**config.mk**
```make
export PLATFORM = sky130hd
export DESIGN_NAME = sliding_window_enumerator_core
export DESIGN_NICKNAME = d
export VERILOG_FILES = /design/src/rtl/swe_pkg.sv /design/src/rtl/swe_mod_unit.sv /design/src/rtl/sliding_window_enumerator_core.sv
export SDC_FILE = /design/constraint.sdc
export NUM_CORES = 2
export LEC_CHECK = 0
export BUFFER_PORTS_ARGS = -buffer_cell sky130_fd_sc_hd__buf_2
export CAP_MARGIN = 0
export CELL_PAD_IN_SITES_DETAIL_PLACEMENT = 0
export CELL_PAD_IN_SITES_GLOBAL_PLACEMENT = 1
export CORE_MARGIN = 4
export CORE_UTILIZATION = 35
export CTS_BUF_LIST = sky130_fd_sc_hd__clkbuf_2 sky130_fd_sc_hd__clkbuf_4 sky130_fd_sc_hd__clkbuf_8
export DETAILED_ROUTE_END_ITERATION = 10
export GPL_TIMING_DRIVEN = 0
export PLACE_DENSITY_LB_ADDON = 0.1
export SYNTH_ARGS = -nofsm -noshare
export SYNTH_HDL_FRONTEND = slang
export SYNTH_HIERARCHICAL = 1
export SYNTH_SLANG_ARGS = --single-unit
```
**constraint.sdc**
```tcl
create_clock -name i_clk -period 11.07 [get_ports i_clk]
set_clock_uncertainty 0.15 [all_clocks]
set_input_delay 1.6605 -clock i_clk [delete_from_list [all_inputs] [get_ports i_clk]]
set_output_delay 1.6605 -clock i_clk [all_outputs]
set_load 0.05 [all_outputs]
```
**src/rtl/swe_pkg.sv**
```systemverilog
// Shared types and constants for the sliding window enumerator.
package swe_pkg;

    localparam int DATA_W      = 64;
    localparam int MAX_WINDOWS = 64;
    localparam int CNT_W       = (MAX_WINDOWS > 1) ? $clog2(MAX_WINDOWS) : 1;
    localparam int IN_TDATA_W  = 2 * DATA_W;
    localparam int OUT_TDATA_W = 2 * DATA_W;
    localparam int STATUS_W    = 2;
    localparam int CFG_ADDR_W  = 1;
    localparam int DIV_CNT_W   = $clog2(DATA_W);

    // Configuration register indexes
    localparam logic [CFG_ADDR_W-1:0] REG_SIZE  = 1'b0;
    localparam logic [CFG_ADDR_W-1:0] REG_SLIDE = 1'b1;

    typedef logic [DATA_W-1:0] t_word;

    typedef enum logic [STATUS_W-1:0] {
        ST_VALID      = 2'd0,
        ST_NONE       = 2'd1,
        ST_ZERO_SLIDE = 2'd2,
        ST_TRUNC      = 2'd3
    } t_status;

    typedef enum logic [2:0] {
        S_IDLE,
        S_PREP,
        S_MOD1,
        S_MOD2,
        S_CHECK,
        S_EMIT,
        S_ONE
    } t_state;

    // Request and response of the shared modulo unit
    typedef struct packed {
        logic  start;
        t_word dividend;
        t_word divisor;
    } t_div_req;

    typedef struct packed {
        logic  done;
        t_word rem;
    } t_div_rsp;

endpackage

```
**src/rtl/swe_mod_unit.sv**
```systemverilog
// Bit-serial restoring modulo unit, one quotient bit per cycle.
module swe_mod_unit (
    input  logic               i_clk,
    input  logic               i_rst_n,
    input  swe_pkg::t_div_req  i_req,
    output swe_pkg::t_div_rsp  o_rsp
);

    logic                           r_busy;
    logic                           r_done;
    logic [swe_pkg::DIV_CNT_W-1:0]  r_cnt;
    swe_pkg::t_word                 r_rem;
    swe_pkg::t_word                 r_dvd;
    swe_pkg::t_word                 r_dvs;

    logic [swe_pkg::DATA_W:0]       w_shift;
    logic [swe_pkg::DATA_W:0]       w_diff;
    swe_pkg::t_word                 n_rem;

    // Shift in the next dividend bit, subtract when it fits
    always_comb begin
        w_shift = {r_rem, r_dvd[swe_pkg::DATA_W-1]};
        w_diff  = w_shift - {1'b0, r_dvs};
        if (!w_diff[swe_pkg::DATA_W]) begin
            n_rem = w_diff[swe_pkg::DATA_W-1:0];
        end else begin
            n_rem = w_shift[swe_pkg::DATA_W-1:0];
        end
    end

    // Sequence control
    always_ff @(posedge i_clk) begin
        if (!i_rst_n) begin
            r_busy <= 1'b0;
            r_done <= 1'b0;
            r_cnt  <= '0;
        end else if (i_req.start) begin
            r_busy <= 1'b1;
            r_done <= 1'b0;
            r_cnt  <= '0;
        end else if (r_busy) begin
            r_cnt <= r_cnt + 1'b1;
            if (r_cnt == swe_pkg::DIV_CNT_W'(swe_pkg::DATA_W - 1)) begin
                r_busy <= 1'b0;
                r_done <= 1'b1;
            end
        end else begin
            r_done <= 1'b0;
        end
    end

    // Datapath
    always_ff @(posedge i_clk) begin
        if (i_req.start) begin
            r_rem <= '0;
            r_dvd <= i_req.dividend;
            r_dvs <= i_req.divisor;
        end else if (r_busy) begin
            r_rem <= n_rem;
            r_dvd <= {r_dvd[swe_pkg::DATA_W-2:0], 1'b0};
        end
    end

    assign o_rsp.done = r_done;
    assign o_rsp.rem  = r_rem;

endmodule

```
**src/rtl/sliding_window_enumerator_core.sv**
```systemverilog
// Sliding window enumerator: lists every window that holds a slice, up to MAX_WINDOWS.
// An accepted word passes prep, the bit-serial modulo unit (twice when the slice
// starts at or past the first window end, once otherwise), a check, then emission;
// a zero slide goes straight to a single result. Results leave one per cycle while
// the sink is ready; no new word is taken until the last result has been pushed.
// Reset (sync, active low) returns to idle, empties the output register, sets size/slide 1.
module sliding_window_enumerator_core (
    input  logic                                i_clk,
    input  logic                                i_rst_n,
    // Configuration write port
    input  logic                                i_cfg_wr_en,
    input  logic [swe_pkg::CFG_ADDR_W-1:0]      i_cfg_addr,
    input  logic [swe_pkg::DATA_W-1:0]          i_cfg_wdata,
    // Input stream
    input  logic                                s_axis_tvalid,
    output logic                                s_axis_tready,
    input  logic [swe_pkg::IN_TDATA_W-1:0]      s_axis_tdata,  // slice_start, deployment_time
    // Output stream
    output logic                                m_axis_tvalid,
    input  logic                                m_axis_tready,
    output logic [swe_pkg::OUT_TDATA_W-1:0]     m_axis_tdata,  // window_start, window_end
    output logic [swe_pkg::STATUS_W-1:0]        m_axis_tuser,  // status
    output logic                                m_axis_tlast   // last
);

    swe_pkg::t_state            r_state;
    swe_pkg::t_state            n_state;

    swe_pkg::t_word             r_size;
    swe_pkg::t_word             r_slide;

    swe_pkg::t_word             r_s;
    swe_pkg::t_word             r_sum;
    swe_pkg::t_word             r_sd;
    swe_pkg::t_word             r_sps;
    swe_pkg::t_word             r_spz;
    swe_pkg::t_word             r_first;
    swe_pkg::t_word             r_lastend;
    swe_pkg::t_word             r_cur;
    logic [swe_pkg::CNT_W-1:0]  r_n;
    swe_pkg::t_status           r_special;

    logic                       r_out_valid;
    swe_pkg::t_word             r_out_start;
    swe_pkg::t_word             r_out_end;
    swe_pkg::t_status           r_out_status;
    logic                       r_out_last;

    swe_pkg::t_div_req          w_div_req;
    swe_pkg::t_div_rsp          w_div_rsp;

    logic                       w_in_acc;
    logic                       w_slot_free;
    logic                       w_early;
    swe_pkg::t_word             w_next;
    logic                       w_more;
    logic                       w_at_cap;
    logic                       w_push;
    swe_pkg::t_word             w_push_start;
    swe_pkg::t_word             w_push_end;
    swe_pkg::t_status           w_push_status;
    logic                       w_push_last;

    swe_mod_unit u_mod (
        .i_clk   (i_clk),
        .i_rst_n (i_rst_n),
        .i_req   (w_div_req),
        .o_rsp   (w_div_rsp)
    );

    // Shared compare and step logic
    always_comb begin
        w_in_acc    = s_axis_tvalid && s_axis_tready;
        w_slot_free = !r_out_valid || m_axis_tready;
        w_early     = r_s < r_sum;
        w_next      = r_cur + r_slide;
        w_more      = w_next <= r_lastend;
        w_at_cap    = r_n == swe_pkg::CNT_W'(swe_pkg::MAX_WINDOWS - 1);
    end

    // Next state
    always_comb begin
        n_state = r_state;
        case (r_state)
            swe_pkg::S_IDLE: begin
                if (w_in_acc) begin
                    n_state = (r_slide == '0) ? swe_pkg::S_ONE : swe_pkg::S_PREP;
                end
            end
            swe_pkg::S_PREP: begin
                n_state = w_early ? swe_pkg::S_MOD2 : swe_pkg::S_MOD1;
            end
            swe_pkg::S_MOD1: begin
                if (w_div_rsp.done) begin
                    n_state = swe_pkg::S_MOD2;
                end
            end
            swe_pkg::S_MOD2: begin
                if (w_div_rsp.done) begin
                    n_state = swe_pkg::S_CHECK;
                end
            end
            swe_pkg::S_CHECK: begin
                n_state = (r_first > r_lastend) ? swe_pkg::S_ONE : swe_pkg::S_EMIT;
            end
            swe_pkg::S_EMIT: begin
                if (w_slot_free && (!w_more || w_at_cap)) begin
                    n_state = swe_pkg::S_IDLE;
                end
            end
            swe_pkg::S_ONE: begin
                if (w_slot_free) begin
                    n_state = swe_pkg::S_IDLE;
                end
            end
            default: n_state = swe_pkg::S_IDLE;
        endcase
    end

    // State outputs: modulo requests and result pushes
    always_comb begin
        s_axis_tready      = 1'b0;
        w_div_req.start    = 1'b0;
        w_div_req.dividend = r_sd;
        w_div_req.divisor  = r_slide;
        w_push             = 1'b0;
        w_push_start       = '0;
        w_push_end         = '0;
        w_push_status      = swe_pkg::ST_VALID;
        w_push_last        = 1'b1;
        case (r_state)
            swe_pkg::S_IDLE: begin
                s_axis_tready = 1'b1;
            end
            swe_pkg::S_PREP: begin
                w_div_req.start = 1'b1;
                if (!w_early) begin
                    w_div_req.dividend = r_s - r_sum;
                end
            end
            swe_pkg::S_MOD1: begin
                w_div_req.start = w_div_rsp.done;
            end
            swe_pkg::S_EMIT: begin
                w_push       = w_slot_free;
                w_push_start = r_cur - r_size;
                w_push_end   = r_cur;
                w_push_last  = !w_more || w_at_cap;
                if (w_more && w_at_cap) begin
                    w_push_status = swe_pkg::ST_TRUNC;
                end
            end
            swe_pkg::S_ONE: begin
                w_push        = w_slot_free;
                w_push_status = r_special;
            end
            default: begin
                s_axis_tready = 1'b0;
            end
        endcase
    end

    // State register
    always_ff @(posedge i_clk) begin
        if (!i_rst_n) begin
            r_state <= swe_pkg::S_IDLE;
        end else begin
            r_state <= n_state;
        end
    end

    // Configuration registers
    always_ff @(posedge i_clk) begin
        if (!i_rst_n) begin
            r_size  <= swe_pkg::DATA_W'(1);
            r_slide <= swe_pkg::DATA_W'(1);
        end else if (i_cfg_wr_en) begin
            case (i_cfg_addr)
                swe_pkg::REG_SIZE:  r_size  <= i_cfg_wdata;
                swe_pkg::REG_SLIDE: r_slide <= i_cfg_wdata;
                default:            r_size  <= r_size;
            endcase
        end
    end

    // Window bound datapath
    always_ff @(posedge i_clk) begin
        case (r_state)
            swe_pkg::S_IDLE: begin
                if (w_in_acc) begin
                    r_s       <= s_axis_tdata[swe_pkg::DATA_W-1:0];
                    r_sum     <= s_axis_tdata[swe_pkg::IN_TDATA_W-1:swe_pkg::DATA_W] + r_size;
                    r_sd      <= s_axis_tdata[swe_pkg::DATA_W-1:0]
                               - s_axis_tdata[swe_pkg::IN_TDATA_W-1:swe_pkg::DATA_W];
                    r_sps     <= s_axis_tdata[swe_pkg::DATA_W-1:0] + r_slide;
                    r_spz     <= s_axis_tdata[swe_pkg::DATA_W-1:0] + r_size;
                    r_special <= swe_pkg::ST_ZERO_SLIDE;
                end
            end
            swe_pkg::S_PREP: begin
                if (w_early) begin
                    r_first <= r_sum;
                end
            end
            swe_pkg::S_MOD1: begin
                if (w_div_rsp.done) begin
                    r_first <= r_sps - w_div_rsp.rem;
                end
            end
            swe_pkg::S_MOD2: begin
                if (w_div_rsp.done) begin
                    r_lastend <= r_spz - w_div_rsp.rem;
                end
            end
            swe_pkg::S_CHECK: begin
                r_cur     <= r_first;
                r_n       <= '0;
                r_special <= swe_pkg::ST_NONE;
            end
            swe_pkg::S_EMIT: begin
                if (w_push) begin
                    r_cur <= w_next;
                    r_n   <= r_n + 1'b1;
                end
            end
            default: begin
                r_cur <= r_cur;
            end
        endcase
    end

    // Output register: refill whenever the current word leaves or the slot is empty
    always_ff @(posedge i_clk) begin
        if (!i_rst_n) begin
            r_out_valid <= 1'b0;
        end else if (w_slot_free) begin
            r_out_valid <= w_push;
        end
    end

    always_ff @(posedge i_clk) begin
        if (w_slot_free && w_push) begin
            r_out_start  <= w_push_start;
            r_out_end    <= w_push_end;
            r_out_status <= w_push_status;
            r_out_last   <= w_push_last;
        end
    end

    assign m_axis_tvalid = r_out_valid;
    assign m_axis_tdata  = {r_out_end, r_out_start};
    assign m_axis_tuser  = r_out_status;
    assign m_axis_tlast  = r_out_last;

`ifndef ASSERT_OFF
    // Modulo results only arrive while the sequencer waits for them
    a_div_done_state: assert property (@(posedge i_clk) disable iff (!i_rst_n)
        w_div_rsp.done |-> (r_state == swe_pkg::S_MOD1 || r_state == swe_pkg::S_MOD2))
        else $error("modulo result outside a wait state");

    // A truncated window always closes its run
    a_trunc_last: assert property (@(posedge i_clk) disable iff (!i_rst_n)
        (r_out_valid && r_out_status == swe_pkg::ST_TRUNC) |-> r_out_last)
        else $error("truncated result without last");

    // Error and empty results stand alone
    a_special_last: assert property (@(posedge i_clk) disable iff (!i_rst_n)
        (r_out_valid && (r_out_status == swe_pkg::ST_NONE
                      || r_out_status == swe_pkg::ST_ZERO_SLIDE)) |-> r_out_last)
        else $error("special result without last");

    // An accepted word always starts work
    a_accept_busy: assert property (@(posedge i_clk) disable iff (!i_rst_n)
        w_in_acc |=> (r_state != swe_pkg::S_IDLE))
        else $error("accepted word left the sequencer idle");
`endif

endmodule

```
# [After elaboration in Yosys (flattened, before gate mapping)]
# Index checks and enable logic that the tools add are counted.
[totals] regBits=983 output_inout_bits=133
[classes] addsub=12 magnitude_cmp=3 eq_ne=15 mux=31 bitwise_logic=3 reduce_logical=25
[op_table] cell="$mux W64" count=8
[op_table] cell="$sub A64 B64 Y64" count=5
[op_table] cell="$add A64 B64 Y64" count=4
[op_table] cell="$pmux W64 S2" count=2
[op_table] cell="$sub A65 B64 Y65" count=1
[op_table] cell="$gt A64 B64 Y1" count=1
[op_table] cell="$le A64 B64 Y1" count=1
[op_table] cell="$logic_not A64 Y1" count=1
[op_table] cell="$lt A64 B64 Y1" count=1
[op_table] cell="$pmux W3 S7" count=1
[op_table] cell="$mux W3" count=6
[op_table] cell="$add A6 B1 Y6 const B" count=2
[op_table] cell="$eq A6 B6 Y1 const B" count=2
[op_table] cell="$pmux W6 S2" count=1
[op_table] cell="$reduce_and A2 Y1" count=6
[op_table] cell="$ne A2 B2 Y1 const B" count=5
[op_table] cell="$eq A3 B3 Y1 const B" count=3
[op_table] cell="$pmux W2 S2" count=2
[op_table] cell="$reduce_bool A2 Y1" count=4
[op_table] cell="$eq A3 B2 Y1 const B" count=2
[op_table] cell="$mux W1" count=6
[op_table] cell="$mux W2" count=3
[op_table] cell="$mux W6" count=1
[op_table] cell="$reduce_and A5 Y1" count=1
[op_table] cell="other kinds (11)" count=20

# [Logic depth before layout (Yosys ltp)]
[depth] depth_word=7 ltp_mapped=26

# [Cells and area by module]
# The synthesis kept the hierarchy.
[modules_own_cells] module="sliding_window_enumerator_core" instances=1 cells_per_inst=6836 area_each_um2=62344.8 seq_area_each_um2=22191.3
[modules_own_cells] module="swe_mod_unit" instances=1 cells_per_inst=1203 area_each_um2=12005.3 seq_area_each_um2=5285.1

# [Worst setup path before layout]
# OpenSTA, ideal clock, no wires.
[synth_path] path_type="register to register" from="reg r_state[1]" to="reg r_special[0], enable pin" setup_ns=0.334 arrival_time_ns=9.830 required_ns=10.586 path_slack_ns=0.757 path_stages_with_launch=5 n_path_buf=1 cell_sequence="dfxtp_1 clkbuf_1 nor3_1 and2_1 or2_2"
[synth_via] elab_chain_len=5 word_cells_on_any_way=7
[synth_lines] item="from (decl)" line_no="sliding_window_enumerator_core.sv:26" text="swe_pkg::t_state r_state;"
[synth_lines] item="from (signal assigned)" line_no="sliding_window_enumerator_core.sv:166" text="r_state <= swe_pkg::S_IDLE;"
[synth_lines] item="from (signal assigned)" line_no="sliding_window_enumerator_core.sv:168" text="r_state <= n_state;"
[synth_lines] item="$logic_not A3 Y1" line_no="sliding_window_enumerator_core.sv:131" text="case (r_state)"
[synth_lines] item="$mux W1" line_no="sliding_window_enumerator_core.sv:131"
[synth_lines] item="via s_axis_tready" line_no="sliding_window_enumerator_core.sv:16" text="output logic s_axis_tready,"
[synth_lines] item="$logic_and A1 B1 Y1" line_no="sliding_window_enumerator_core.sv:73" text="w_in_acc = s_axis_tvalid && s_axis_tready;"
[synth_lines] item="$ne A2 B2 Y1 (no source line)"
[synth_lines] item="$reduce_and A2 Y1 (no source line)"
[synth_lines] item="to (signal assigned)" line_no="sliding_window_enumerator_core.sv:197" text="r_special <= swe_pkg::ST_ZERO_SLIDE;"
[synth_lines] item="to (signal assigned)" line_no="sliding_window_enumerator_core.sv:218" text="r_special <= swe_pkg::ST_NONE;"
[synth_lines] item="to (decl)" line_no="sliding_window_enumerator_core.sv:41" text="swe_pkg::t_status r_special;"
# The timed path passes the listed nets, and every way through them passes these cells.
# A chain may end at the register's enable or synchronous reset.

# [Worst setup path in the final report]
[layout_path] from="reg r_slide[0]" to="reg r_state[1]"
[layout_via] elab_chain_len=7 word_cells_on_any_way=11
[layout_lines] item="from (decl)" line_no="sliding_window_enumerator_core.sv:30" text="swe_pkg::t_word r_slide;"
[layout_lines] item="from (signal assigned)" line_no="sliding_window_enumerator_core.sv:176" text="r_slide <= swe_pkg::DATA_W'(1);"
[layout_lines] item="from (signal assigned)" line_no="sliding_window_enumerator_core.sv:180" text="swe_pkg::REG_SLIDE: r_slide <= i_cfg_wdata;"
[layout_lines] item="$add A64 B64 Y64" line_no="sliding_window_enumerator_core.sv:76" text="w_next = r_cur + r_slide;"
[layout_lines] item="$le A64 B64 Y1" line_no="sliding_window_enumerator_core.sv:77" text="w_more = w_next <= r_lastend;"
[layout_lines] item="$logic_not A1 Y1" line_no="sliding_window_enumerator_core.sv:107" text="if (w_slot_free && (!w_more || w_at_cap)) begin"
[layout_lines] item="$logic_or A1 B1 Y1" line_no="sliding_window_enumerator_core.sv:107"
[layout_lines] item="$logic_and A1 B1 Y1" line_no="sliding_window_enumerator_core.sv:107"
[layout_lines] item="$ne A2 B2 Y1 (no source line)"
[layout_lines] item="$reduce_and A5 Y1 (no source line)"
# Parallel ways exist; a longest one is shown, timed or not. The select of a mux whose other input is x is not followed.

==> results.cfg <==
[detailed_routing]
via_per_inst = 5.53
post-route-drc-count = 0
routed_wl_um = 302000
ant_nets = 0
vias = 64000
drtIter0Drc = 5737
dr.pass1.iters = 8
post_drt_wl_per_cell_um = 26.1

[cts]
cts_buffer_depth = 3
root_buffer = clkbuf_8
post_cts_resized = 0
htreeDepth = 4
cts_buffers = 190
post_cts_buffers = 0
holdBufCountCts = 0
cts_tree = yes
clk_latency_ns = 0.99
clk_pin_slew_ns = 0.06
cts.sinks = 983

[worst_setup_path]
crit_path_start_kind = register
r2r_slack_ns = 1.90
cp_max_fo = 5
critical_path_required_ns = 11.84
endpoint_kind = register
reg2reg_to = r_state[1]
worstSetupPathType = register to register
cp.arrival_ns = 9.94
crit-reg2reg-launch = r_slide[0]
rr_worst_depth = 24

[power_and_ir_drop]
p_leak_nw = 35.6
p_per_area_nw_per_um2 = 257
ir_drop_mv = 0.161

[logic_synthesis]
synth.cell_area_sq_um = 74400
synthTopCellsByArea = edfxtp_1 31%, ha_1 13%, a21oi_1 5.6%
yosysWarningCount = 6
synth_top_area_share_pct = 31.5
yosysUniqueCellTypes = 115
synth-seq-cells = 983
synth_top_cell_by_area = edfxtp_1
avgSynthCellArea_sq_um = 9.25
synth_ff_type = edfxtp_1
synthArstFlopShare_pct = 0
synthCells = 8039
synth_edf_count = 779
syn_nets = 9009
seq_area_frac_synth_pct = 37.0

[global_route]
grt_first_pass_wirelength_um = 423000
grt_use_total_pct = 26.6
grt_max_degree = 65
grt_pass1_vias = 62200
antenna_found_initial = 19
grt_remaining_overflow = 0

[floorplan]
ios = 331
die_height_um = 469
core.rowCount = 168
coreArea_sq_um = 210000
initial_utilization_pct = 35.3
die-area_sq_um = 220000
die_w_um = 469

[min_path]
holdPathStages = 2
hp-start = u_mod/r_cnt[5]
hold_end = u_mod/r_cnt[5]
worstHoldPathType = register to register

[flow_run]
drv_cap = 0

[outcome]
status = completed

[timing]
setup_slack_ns = 1.90
fmax_mhz = 109
setup_viol = 0
finalCritPeriodShare_pct = 82.8
tightest_slew_ns = 1.44
worst_slew_margin_rel_pct = 4.04
rsz0062_at_grt = no
finalMaxSlewViolations = 0
hold_viol = 0
layout_min_cycle_time_ns = 9.17
hold_ws_ns = 0.342

[finish]
fin_nets = 9555
area_delta_synth_final_pct = 13.3
drive_gt1_share_pct = 11.7
fillerInstances = 21300

[place]
dpl_worst_slack_ns = 1.72
portBuffers = 330
gp_congestion = 0.916
dpl.hpwl_um = 252000
flip-flops by register name (all words and copies together) (netlist names), 2 cells and up:
| signal | count |
|---|---|
| r_cur | 64 |
| r_first | 64 |
| r_lastend | 64 |
| r_out_end | 64 |
| r_out_start | 64 |
| r_s | 64 |
| r_sd | 64 |
| r_size | 64 |
| r_slide | 64 |
| r_sps | 64 |
| r_spz | 64 |
| r_sum | 64 |
| u_mod/r_dvd | 64 |
| u_mod/r_dvs | 64 |
| u_mod/r_rem | 64 |
| r_n | 6 |
| u_mod/r_cnt | 6 |
| r_state | 3 |
| m_axis_tuser | 2 |
| r_special | 2 |
metal layers:
metal  up-vias  global-route usage (%)  wire length, um
met5         -                       0                0
met4         0                    6.90             7490
met3       317                    3.49            17700
met2      2005                    38.6           123000
met1     30900                    41.0           154000
li1      30700                       -                -
synth_stat cells (204+ instances only):
| library cell | number |
|---|---|
| nand2_1 | 749 |
| clkbuf_1 | 256 |
| ha_1 | 762 |
| xnor2_1 | 369 |
| dfxtp_1 | 204 |
| nor2_1 | 478 |
| a21oi_1 | 836 |
| o21ai_0 | 415 |
| a21o_1 | 454 |
| edfxtp_1 | 779 |
| inv_1 | 551 |
| xor2_1 | 231 |
power breakdown:
| part | leakage, nW | total, mW | switching [mW] | internal [mW] |
|---|---|---|---|---|
| registers | 8.95 | 6.25 | 0.822 | 5.43 |
| logic | 24.5 | 11.4 | 7.29 | 4.14 |
| clock network | 2.14 | 4.01 | 1.77 | 2.24 |
| total | 35.6 | 21.7 | 9.88 | 11.8 |
worst max path at each step:
stage | cells past startpoint | start | endpoint | slack [ns]
after detailed placement | 24 | r_slide[0] | r_state[1] | 1.72
after floorplan | 4 | r_state[1] | r_special[0] | 0.76
after CTS | 24 | r_slide[0] | r_state[1] | 1.68
after global placement | 3 | s_axis_tvalid | r_special[0] | -3.47
after global routing | 24 | r_slide[0] | r_state[1] | 1.68
final | 24 | r_slide[0] | r_state[1] | 1.90
area by class of cell:
class / count / area (sq um) / share of cell area (%)
inverter: 552 / 2070 / 2.46
buffer: 318 / 1350 / 1.60
antenna: 19 / 47.5 / 0.0564
sequential: 983 / 27500 / 32.6
multi-input combinational: 6186 / 43500 / 51.7
clock inverter: 79 / 709 / 0.842
tap: 2805 / 3510 / 4.17
timing repair buffer: 354 / 2140 / 2.54
clock buffer: 273 / 3400 / 4.04
critical path, stage by stage, from the launching register on:
cell and delay, ns:
dfxtp_1 0.93, ha_1 0.34, a211oi_1 0.12, o211ai_1 0.45
a311oi_2 0.24, a211oi_1 0.60, a311oi_2 0.18, o31ai_2 0.43
a21oi_2 0.18, o21ai_1 0.34, a21o_1 0.25, a31oi_1 0.14
xnor2_1 0.39, ha_1 0.21, and4_1 0.18, nand3_1 0.18
nor4_1 1.05, or3b_2 0.60, nor2_1 0.71, a2111oi_2 0.25
a21oi_1 0.36, nor2_1 0.12, a21o_1 0.24, a211oi_1 0.19
o221a_2 0.21
layout by cell type (no fill, tap or decap), types with 216 or more instances in the layout:
cell and instances:
clkbuf_8 216, nor2_1 476, edfxtp_1 779, nand2_1 749, inv_1 550, o21ai_0 414
buf_2 362, ha_1 762, xor2_1 231, clkbuf_1 248, xnor2_1 369, a21oi_1 835
a21o_1 454
through the flow:
stage / power, mW / TNS [ns] / cells / cell area [sq um] / util (%)
after floorplan: 13.9 / 0 / 8039 / 74400 / -
after global placement: 17.7 / -1081.64 / 11200 / 79500 / 37.8
after detailed placement: 17.5 / 0 / 11200 / 80100 / 38.1
after CTS: 21.7 / 0 / 11600 / 84200 / 40.0
after global routing: 23.0 / 0 / 11600 / 84200 / 40.0
final: 21.7 / 0 / 11600 / 84200 / 40.0
cells by family (layout without fill, tap and decap cells):
group / after synthesis / count (layout) / synth area share, %
fa+ha+maj: 772 / 772 / 13.1
buf+inv: 870 / 1576 / 4.59
other cells: 0 / 19 / 0
mux: 231 / 231 / 3.42
compound gates: 2498 / 2498 / 21.6
simple gates: 2085 / 2085 / 13.3
flops: 983 / 983 / 37.0
xor+xnor: 600 / 600 / 7.07
(Power assumes the default switching activity.)
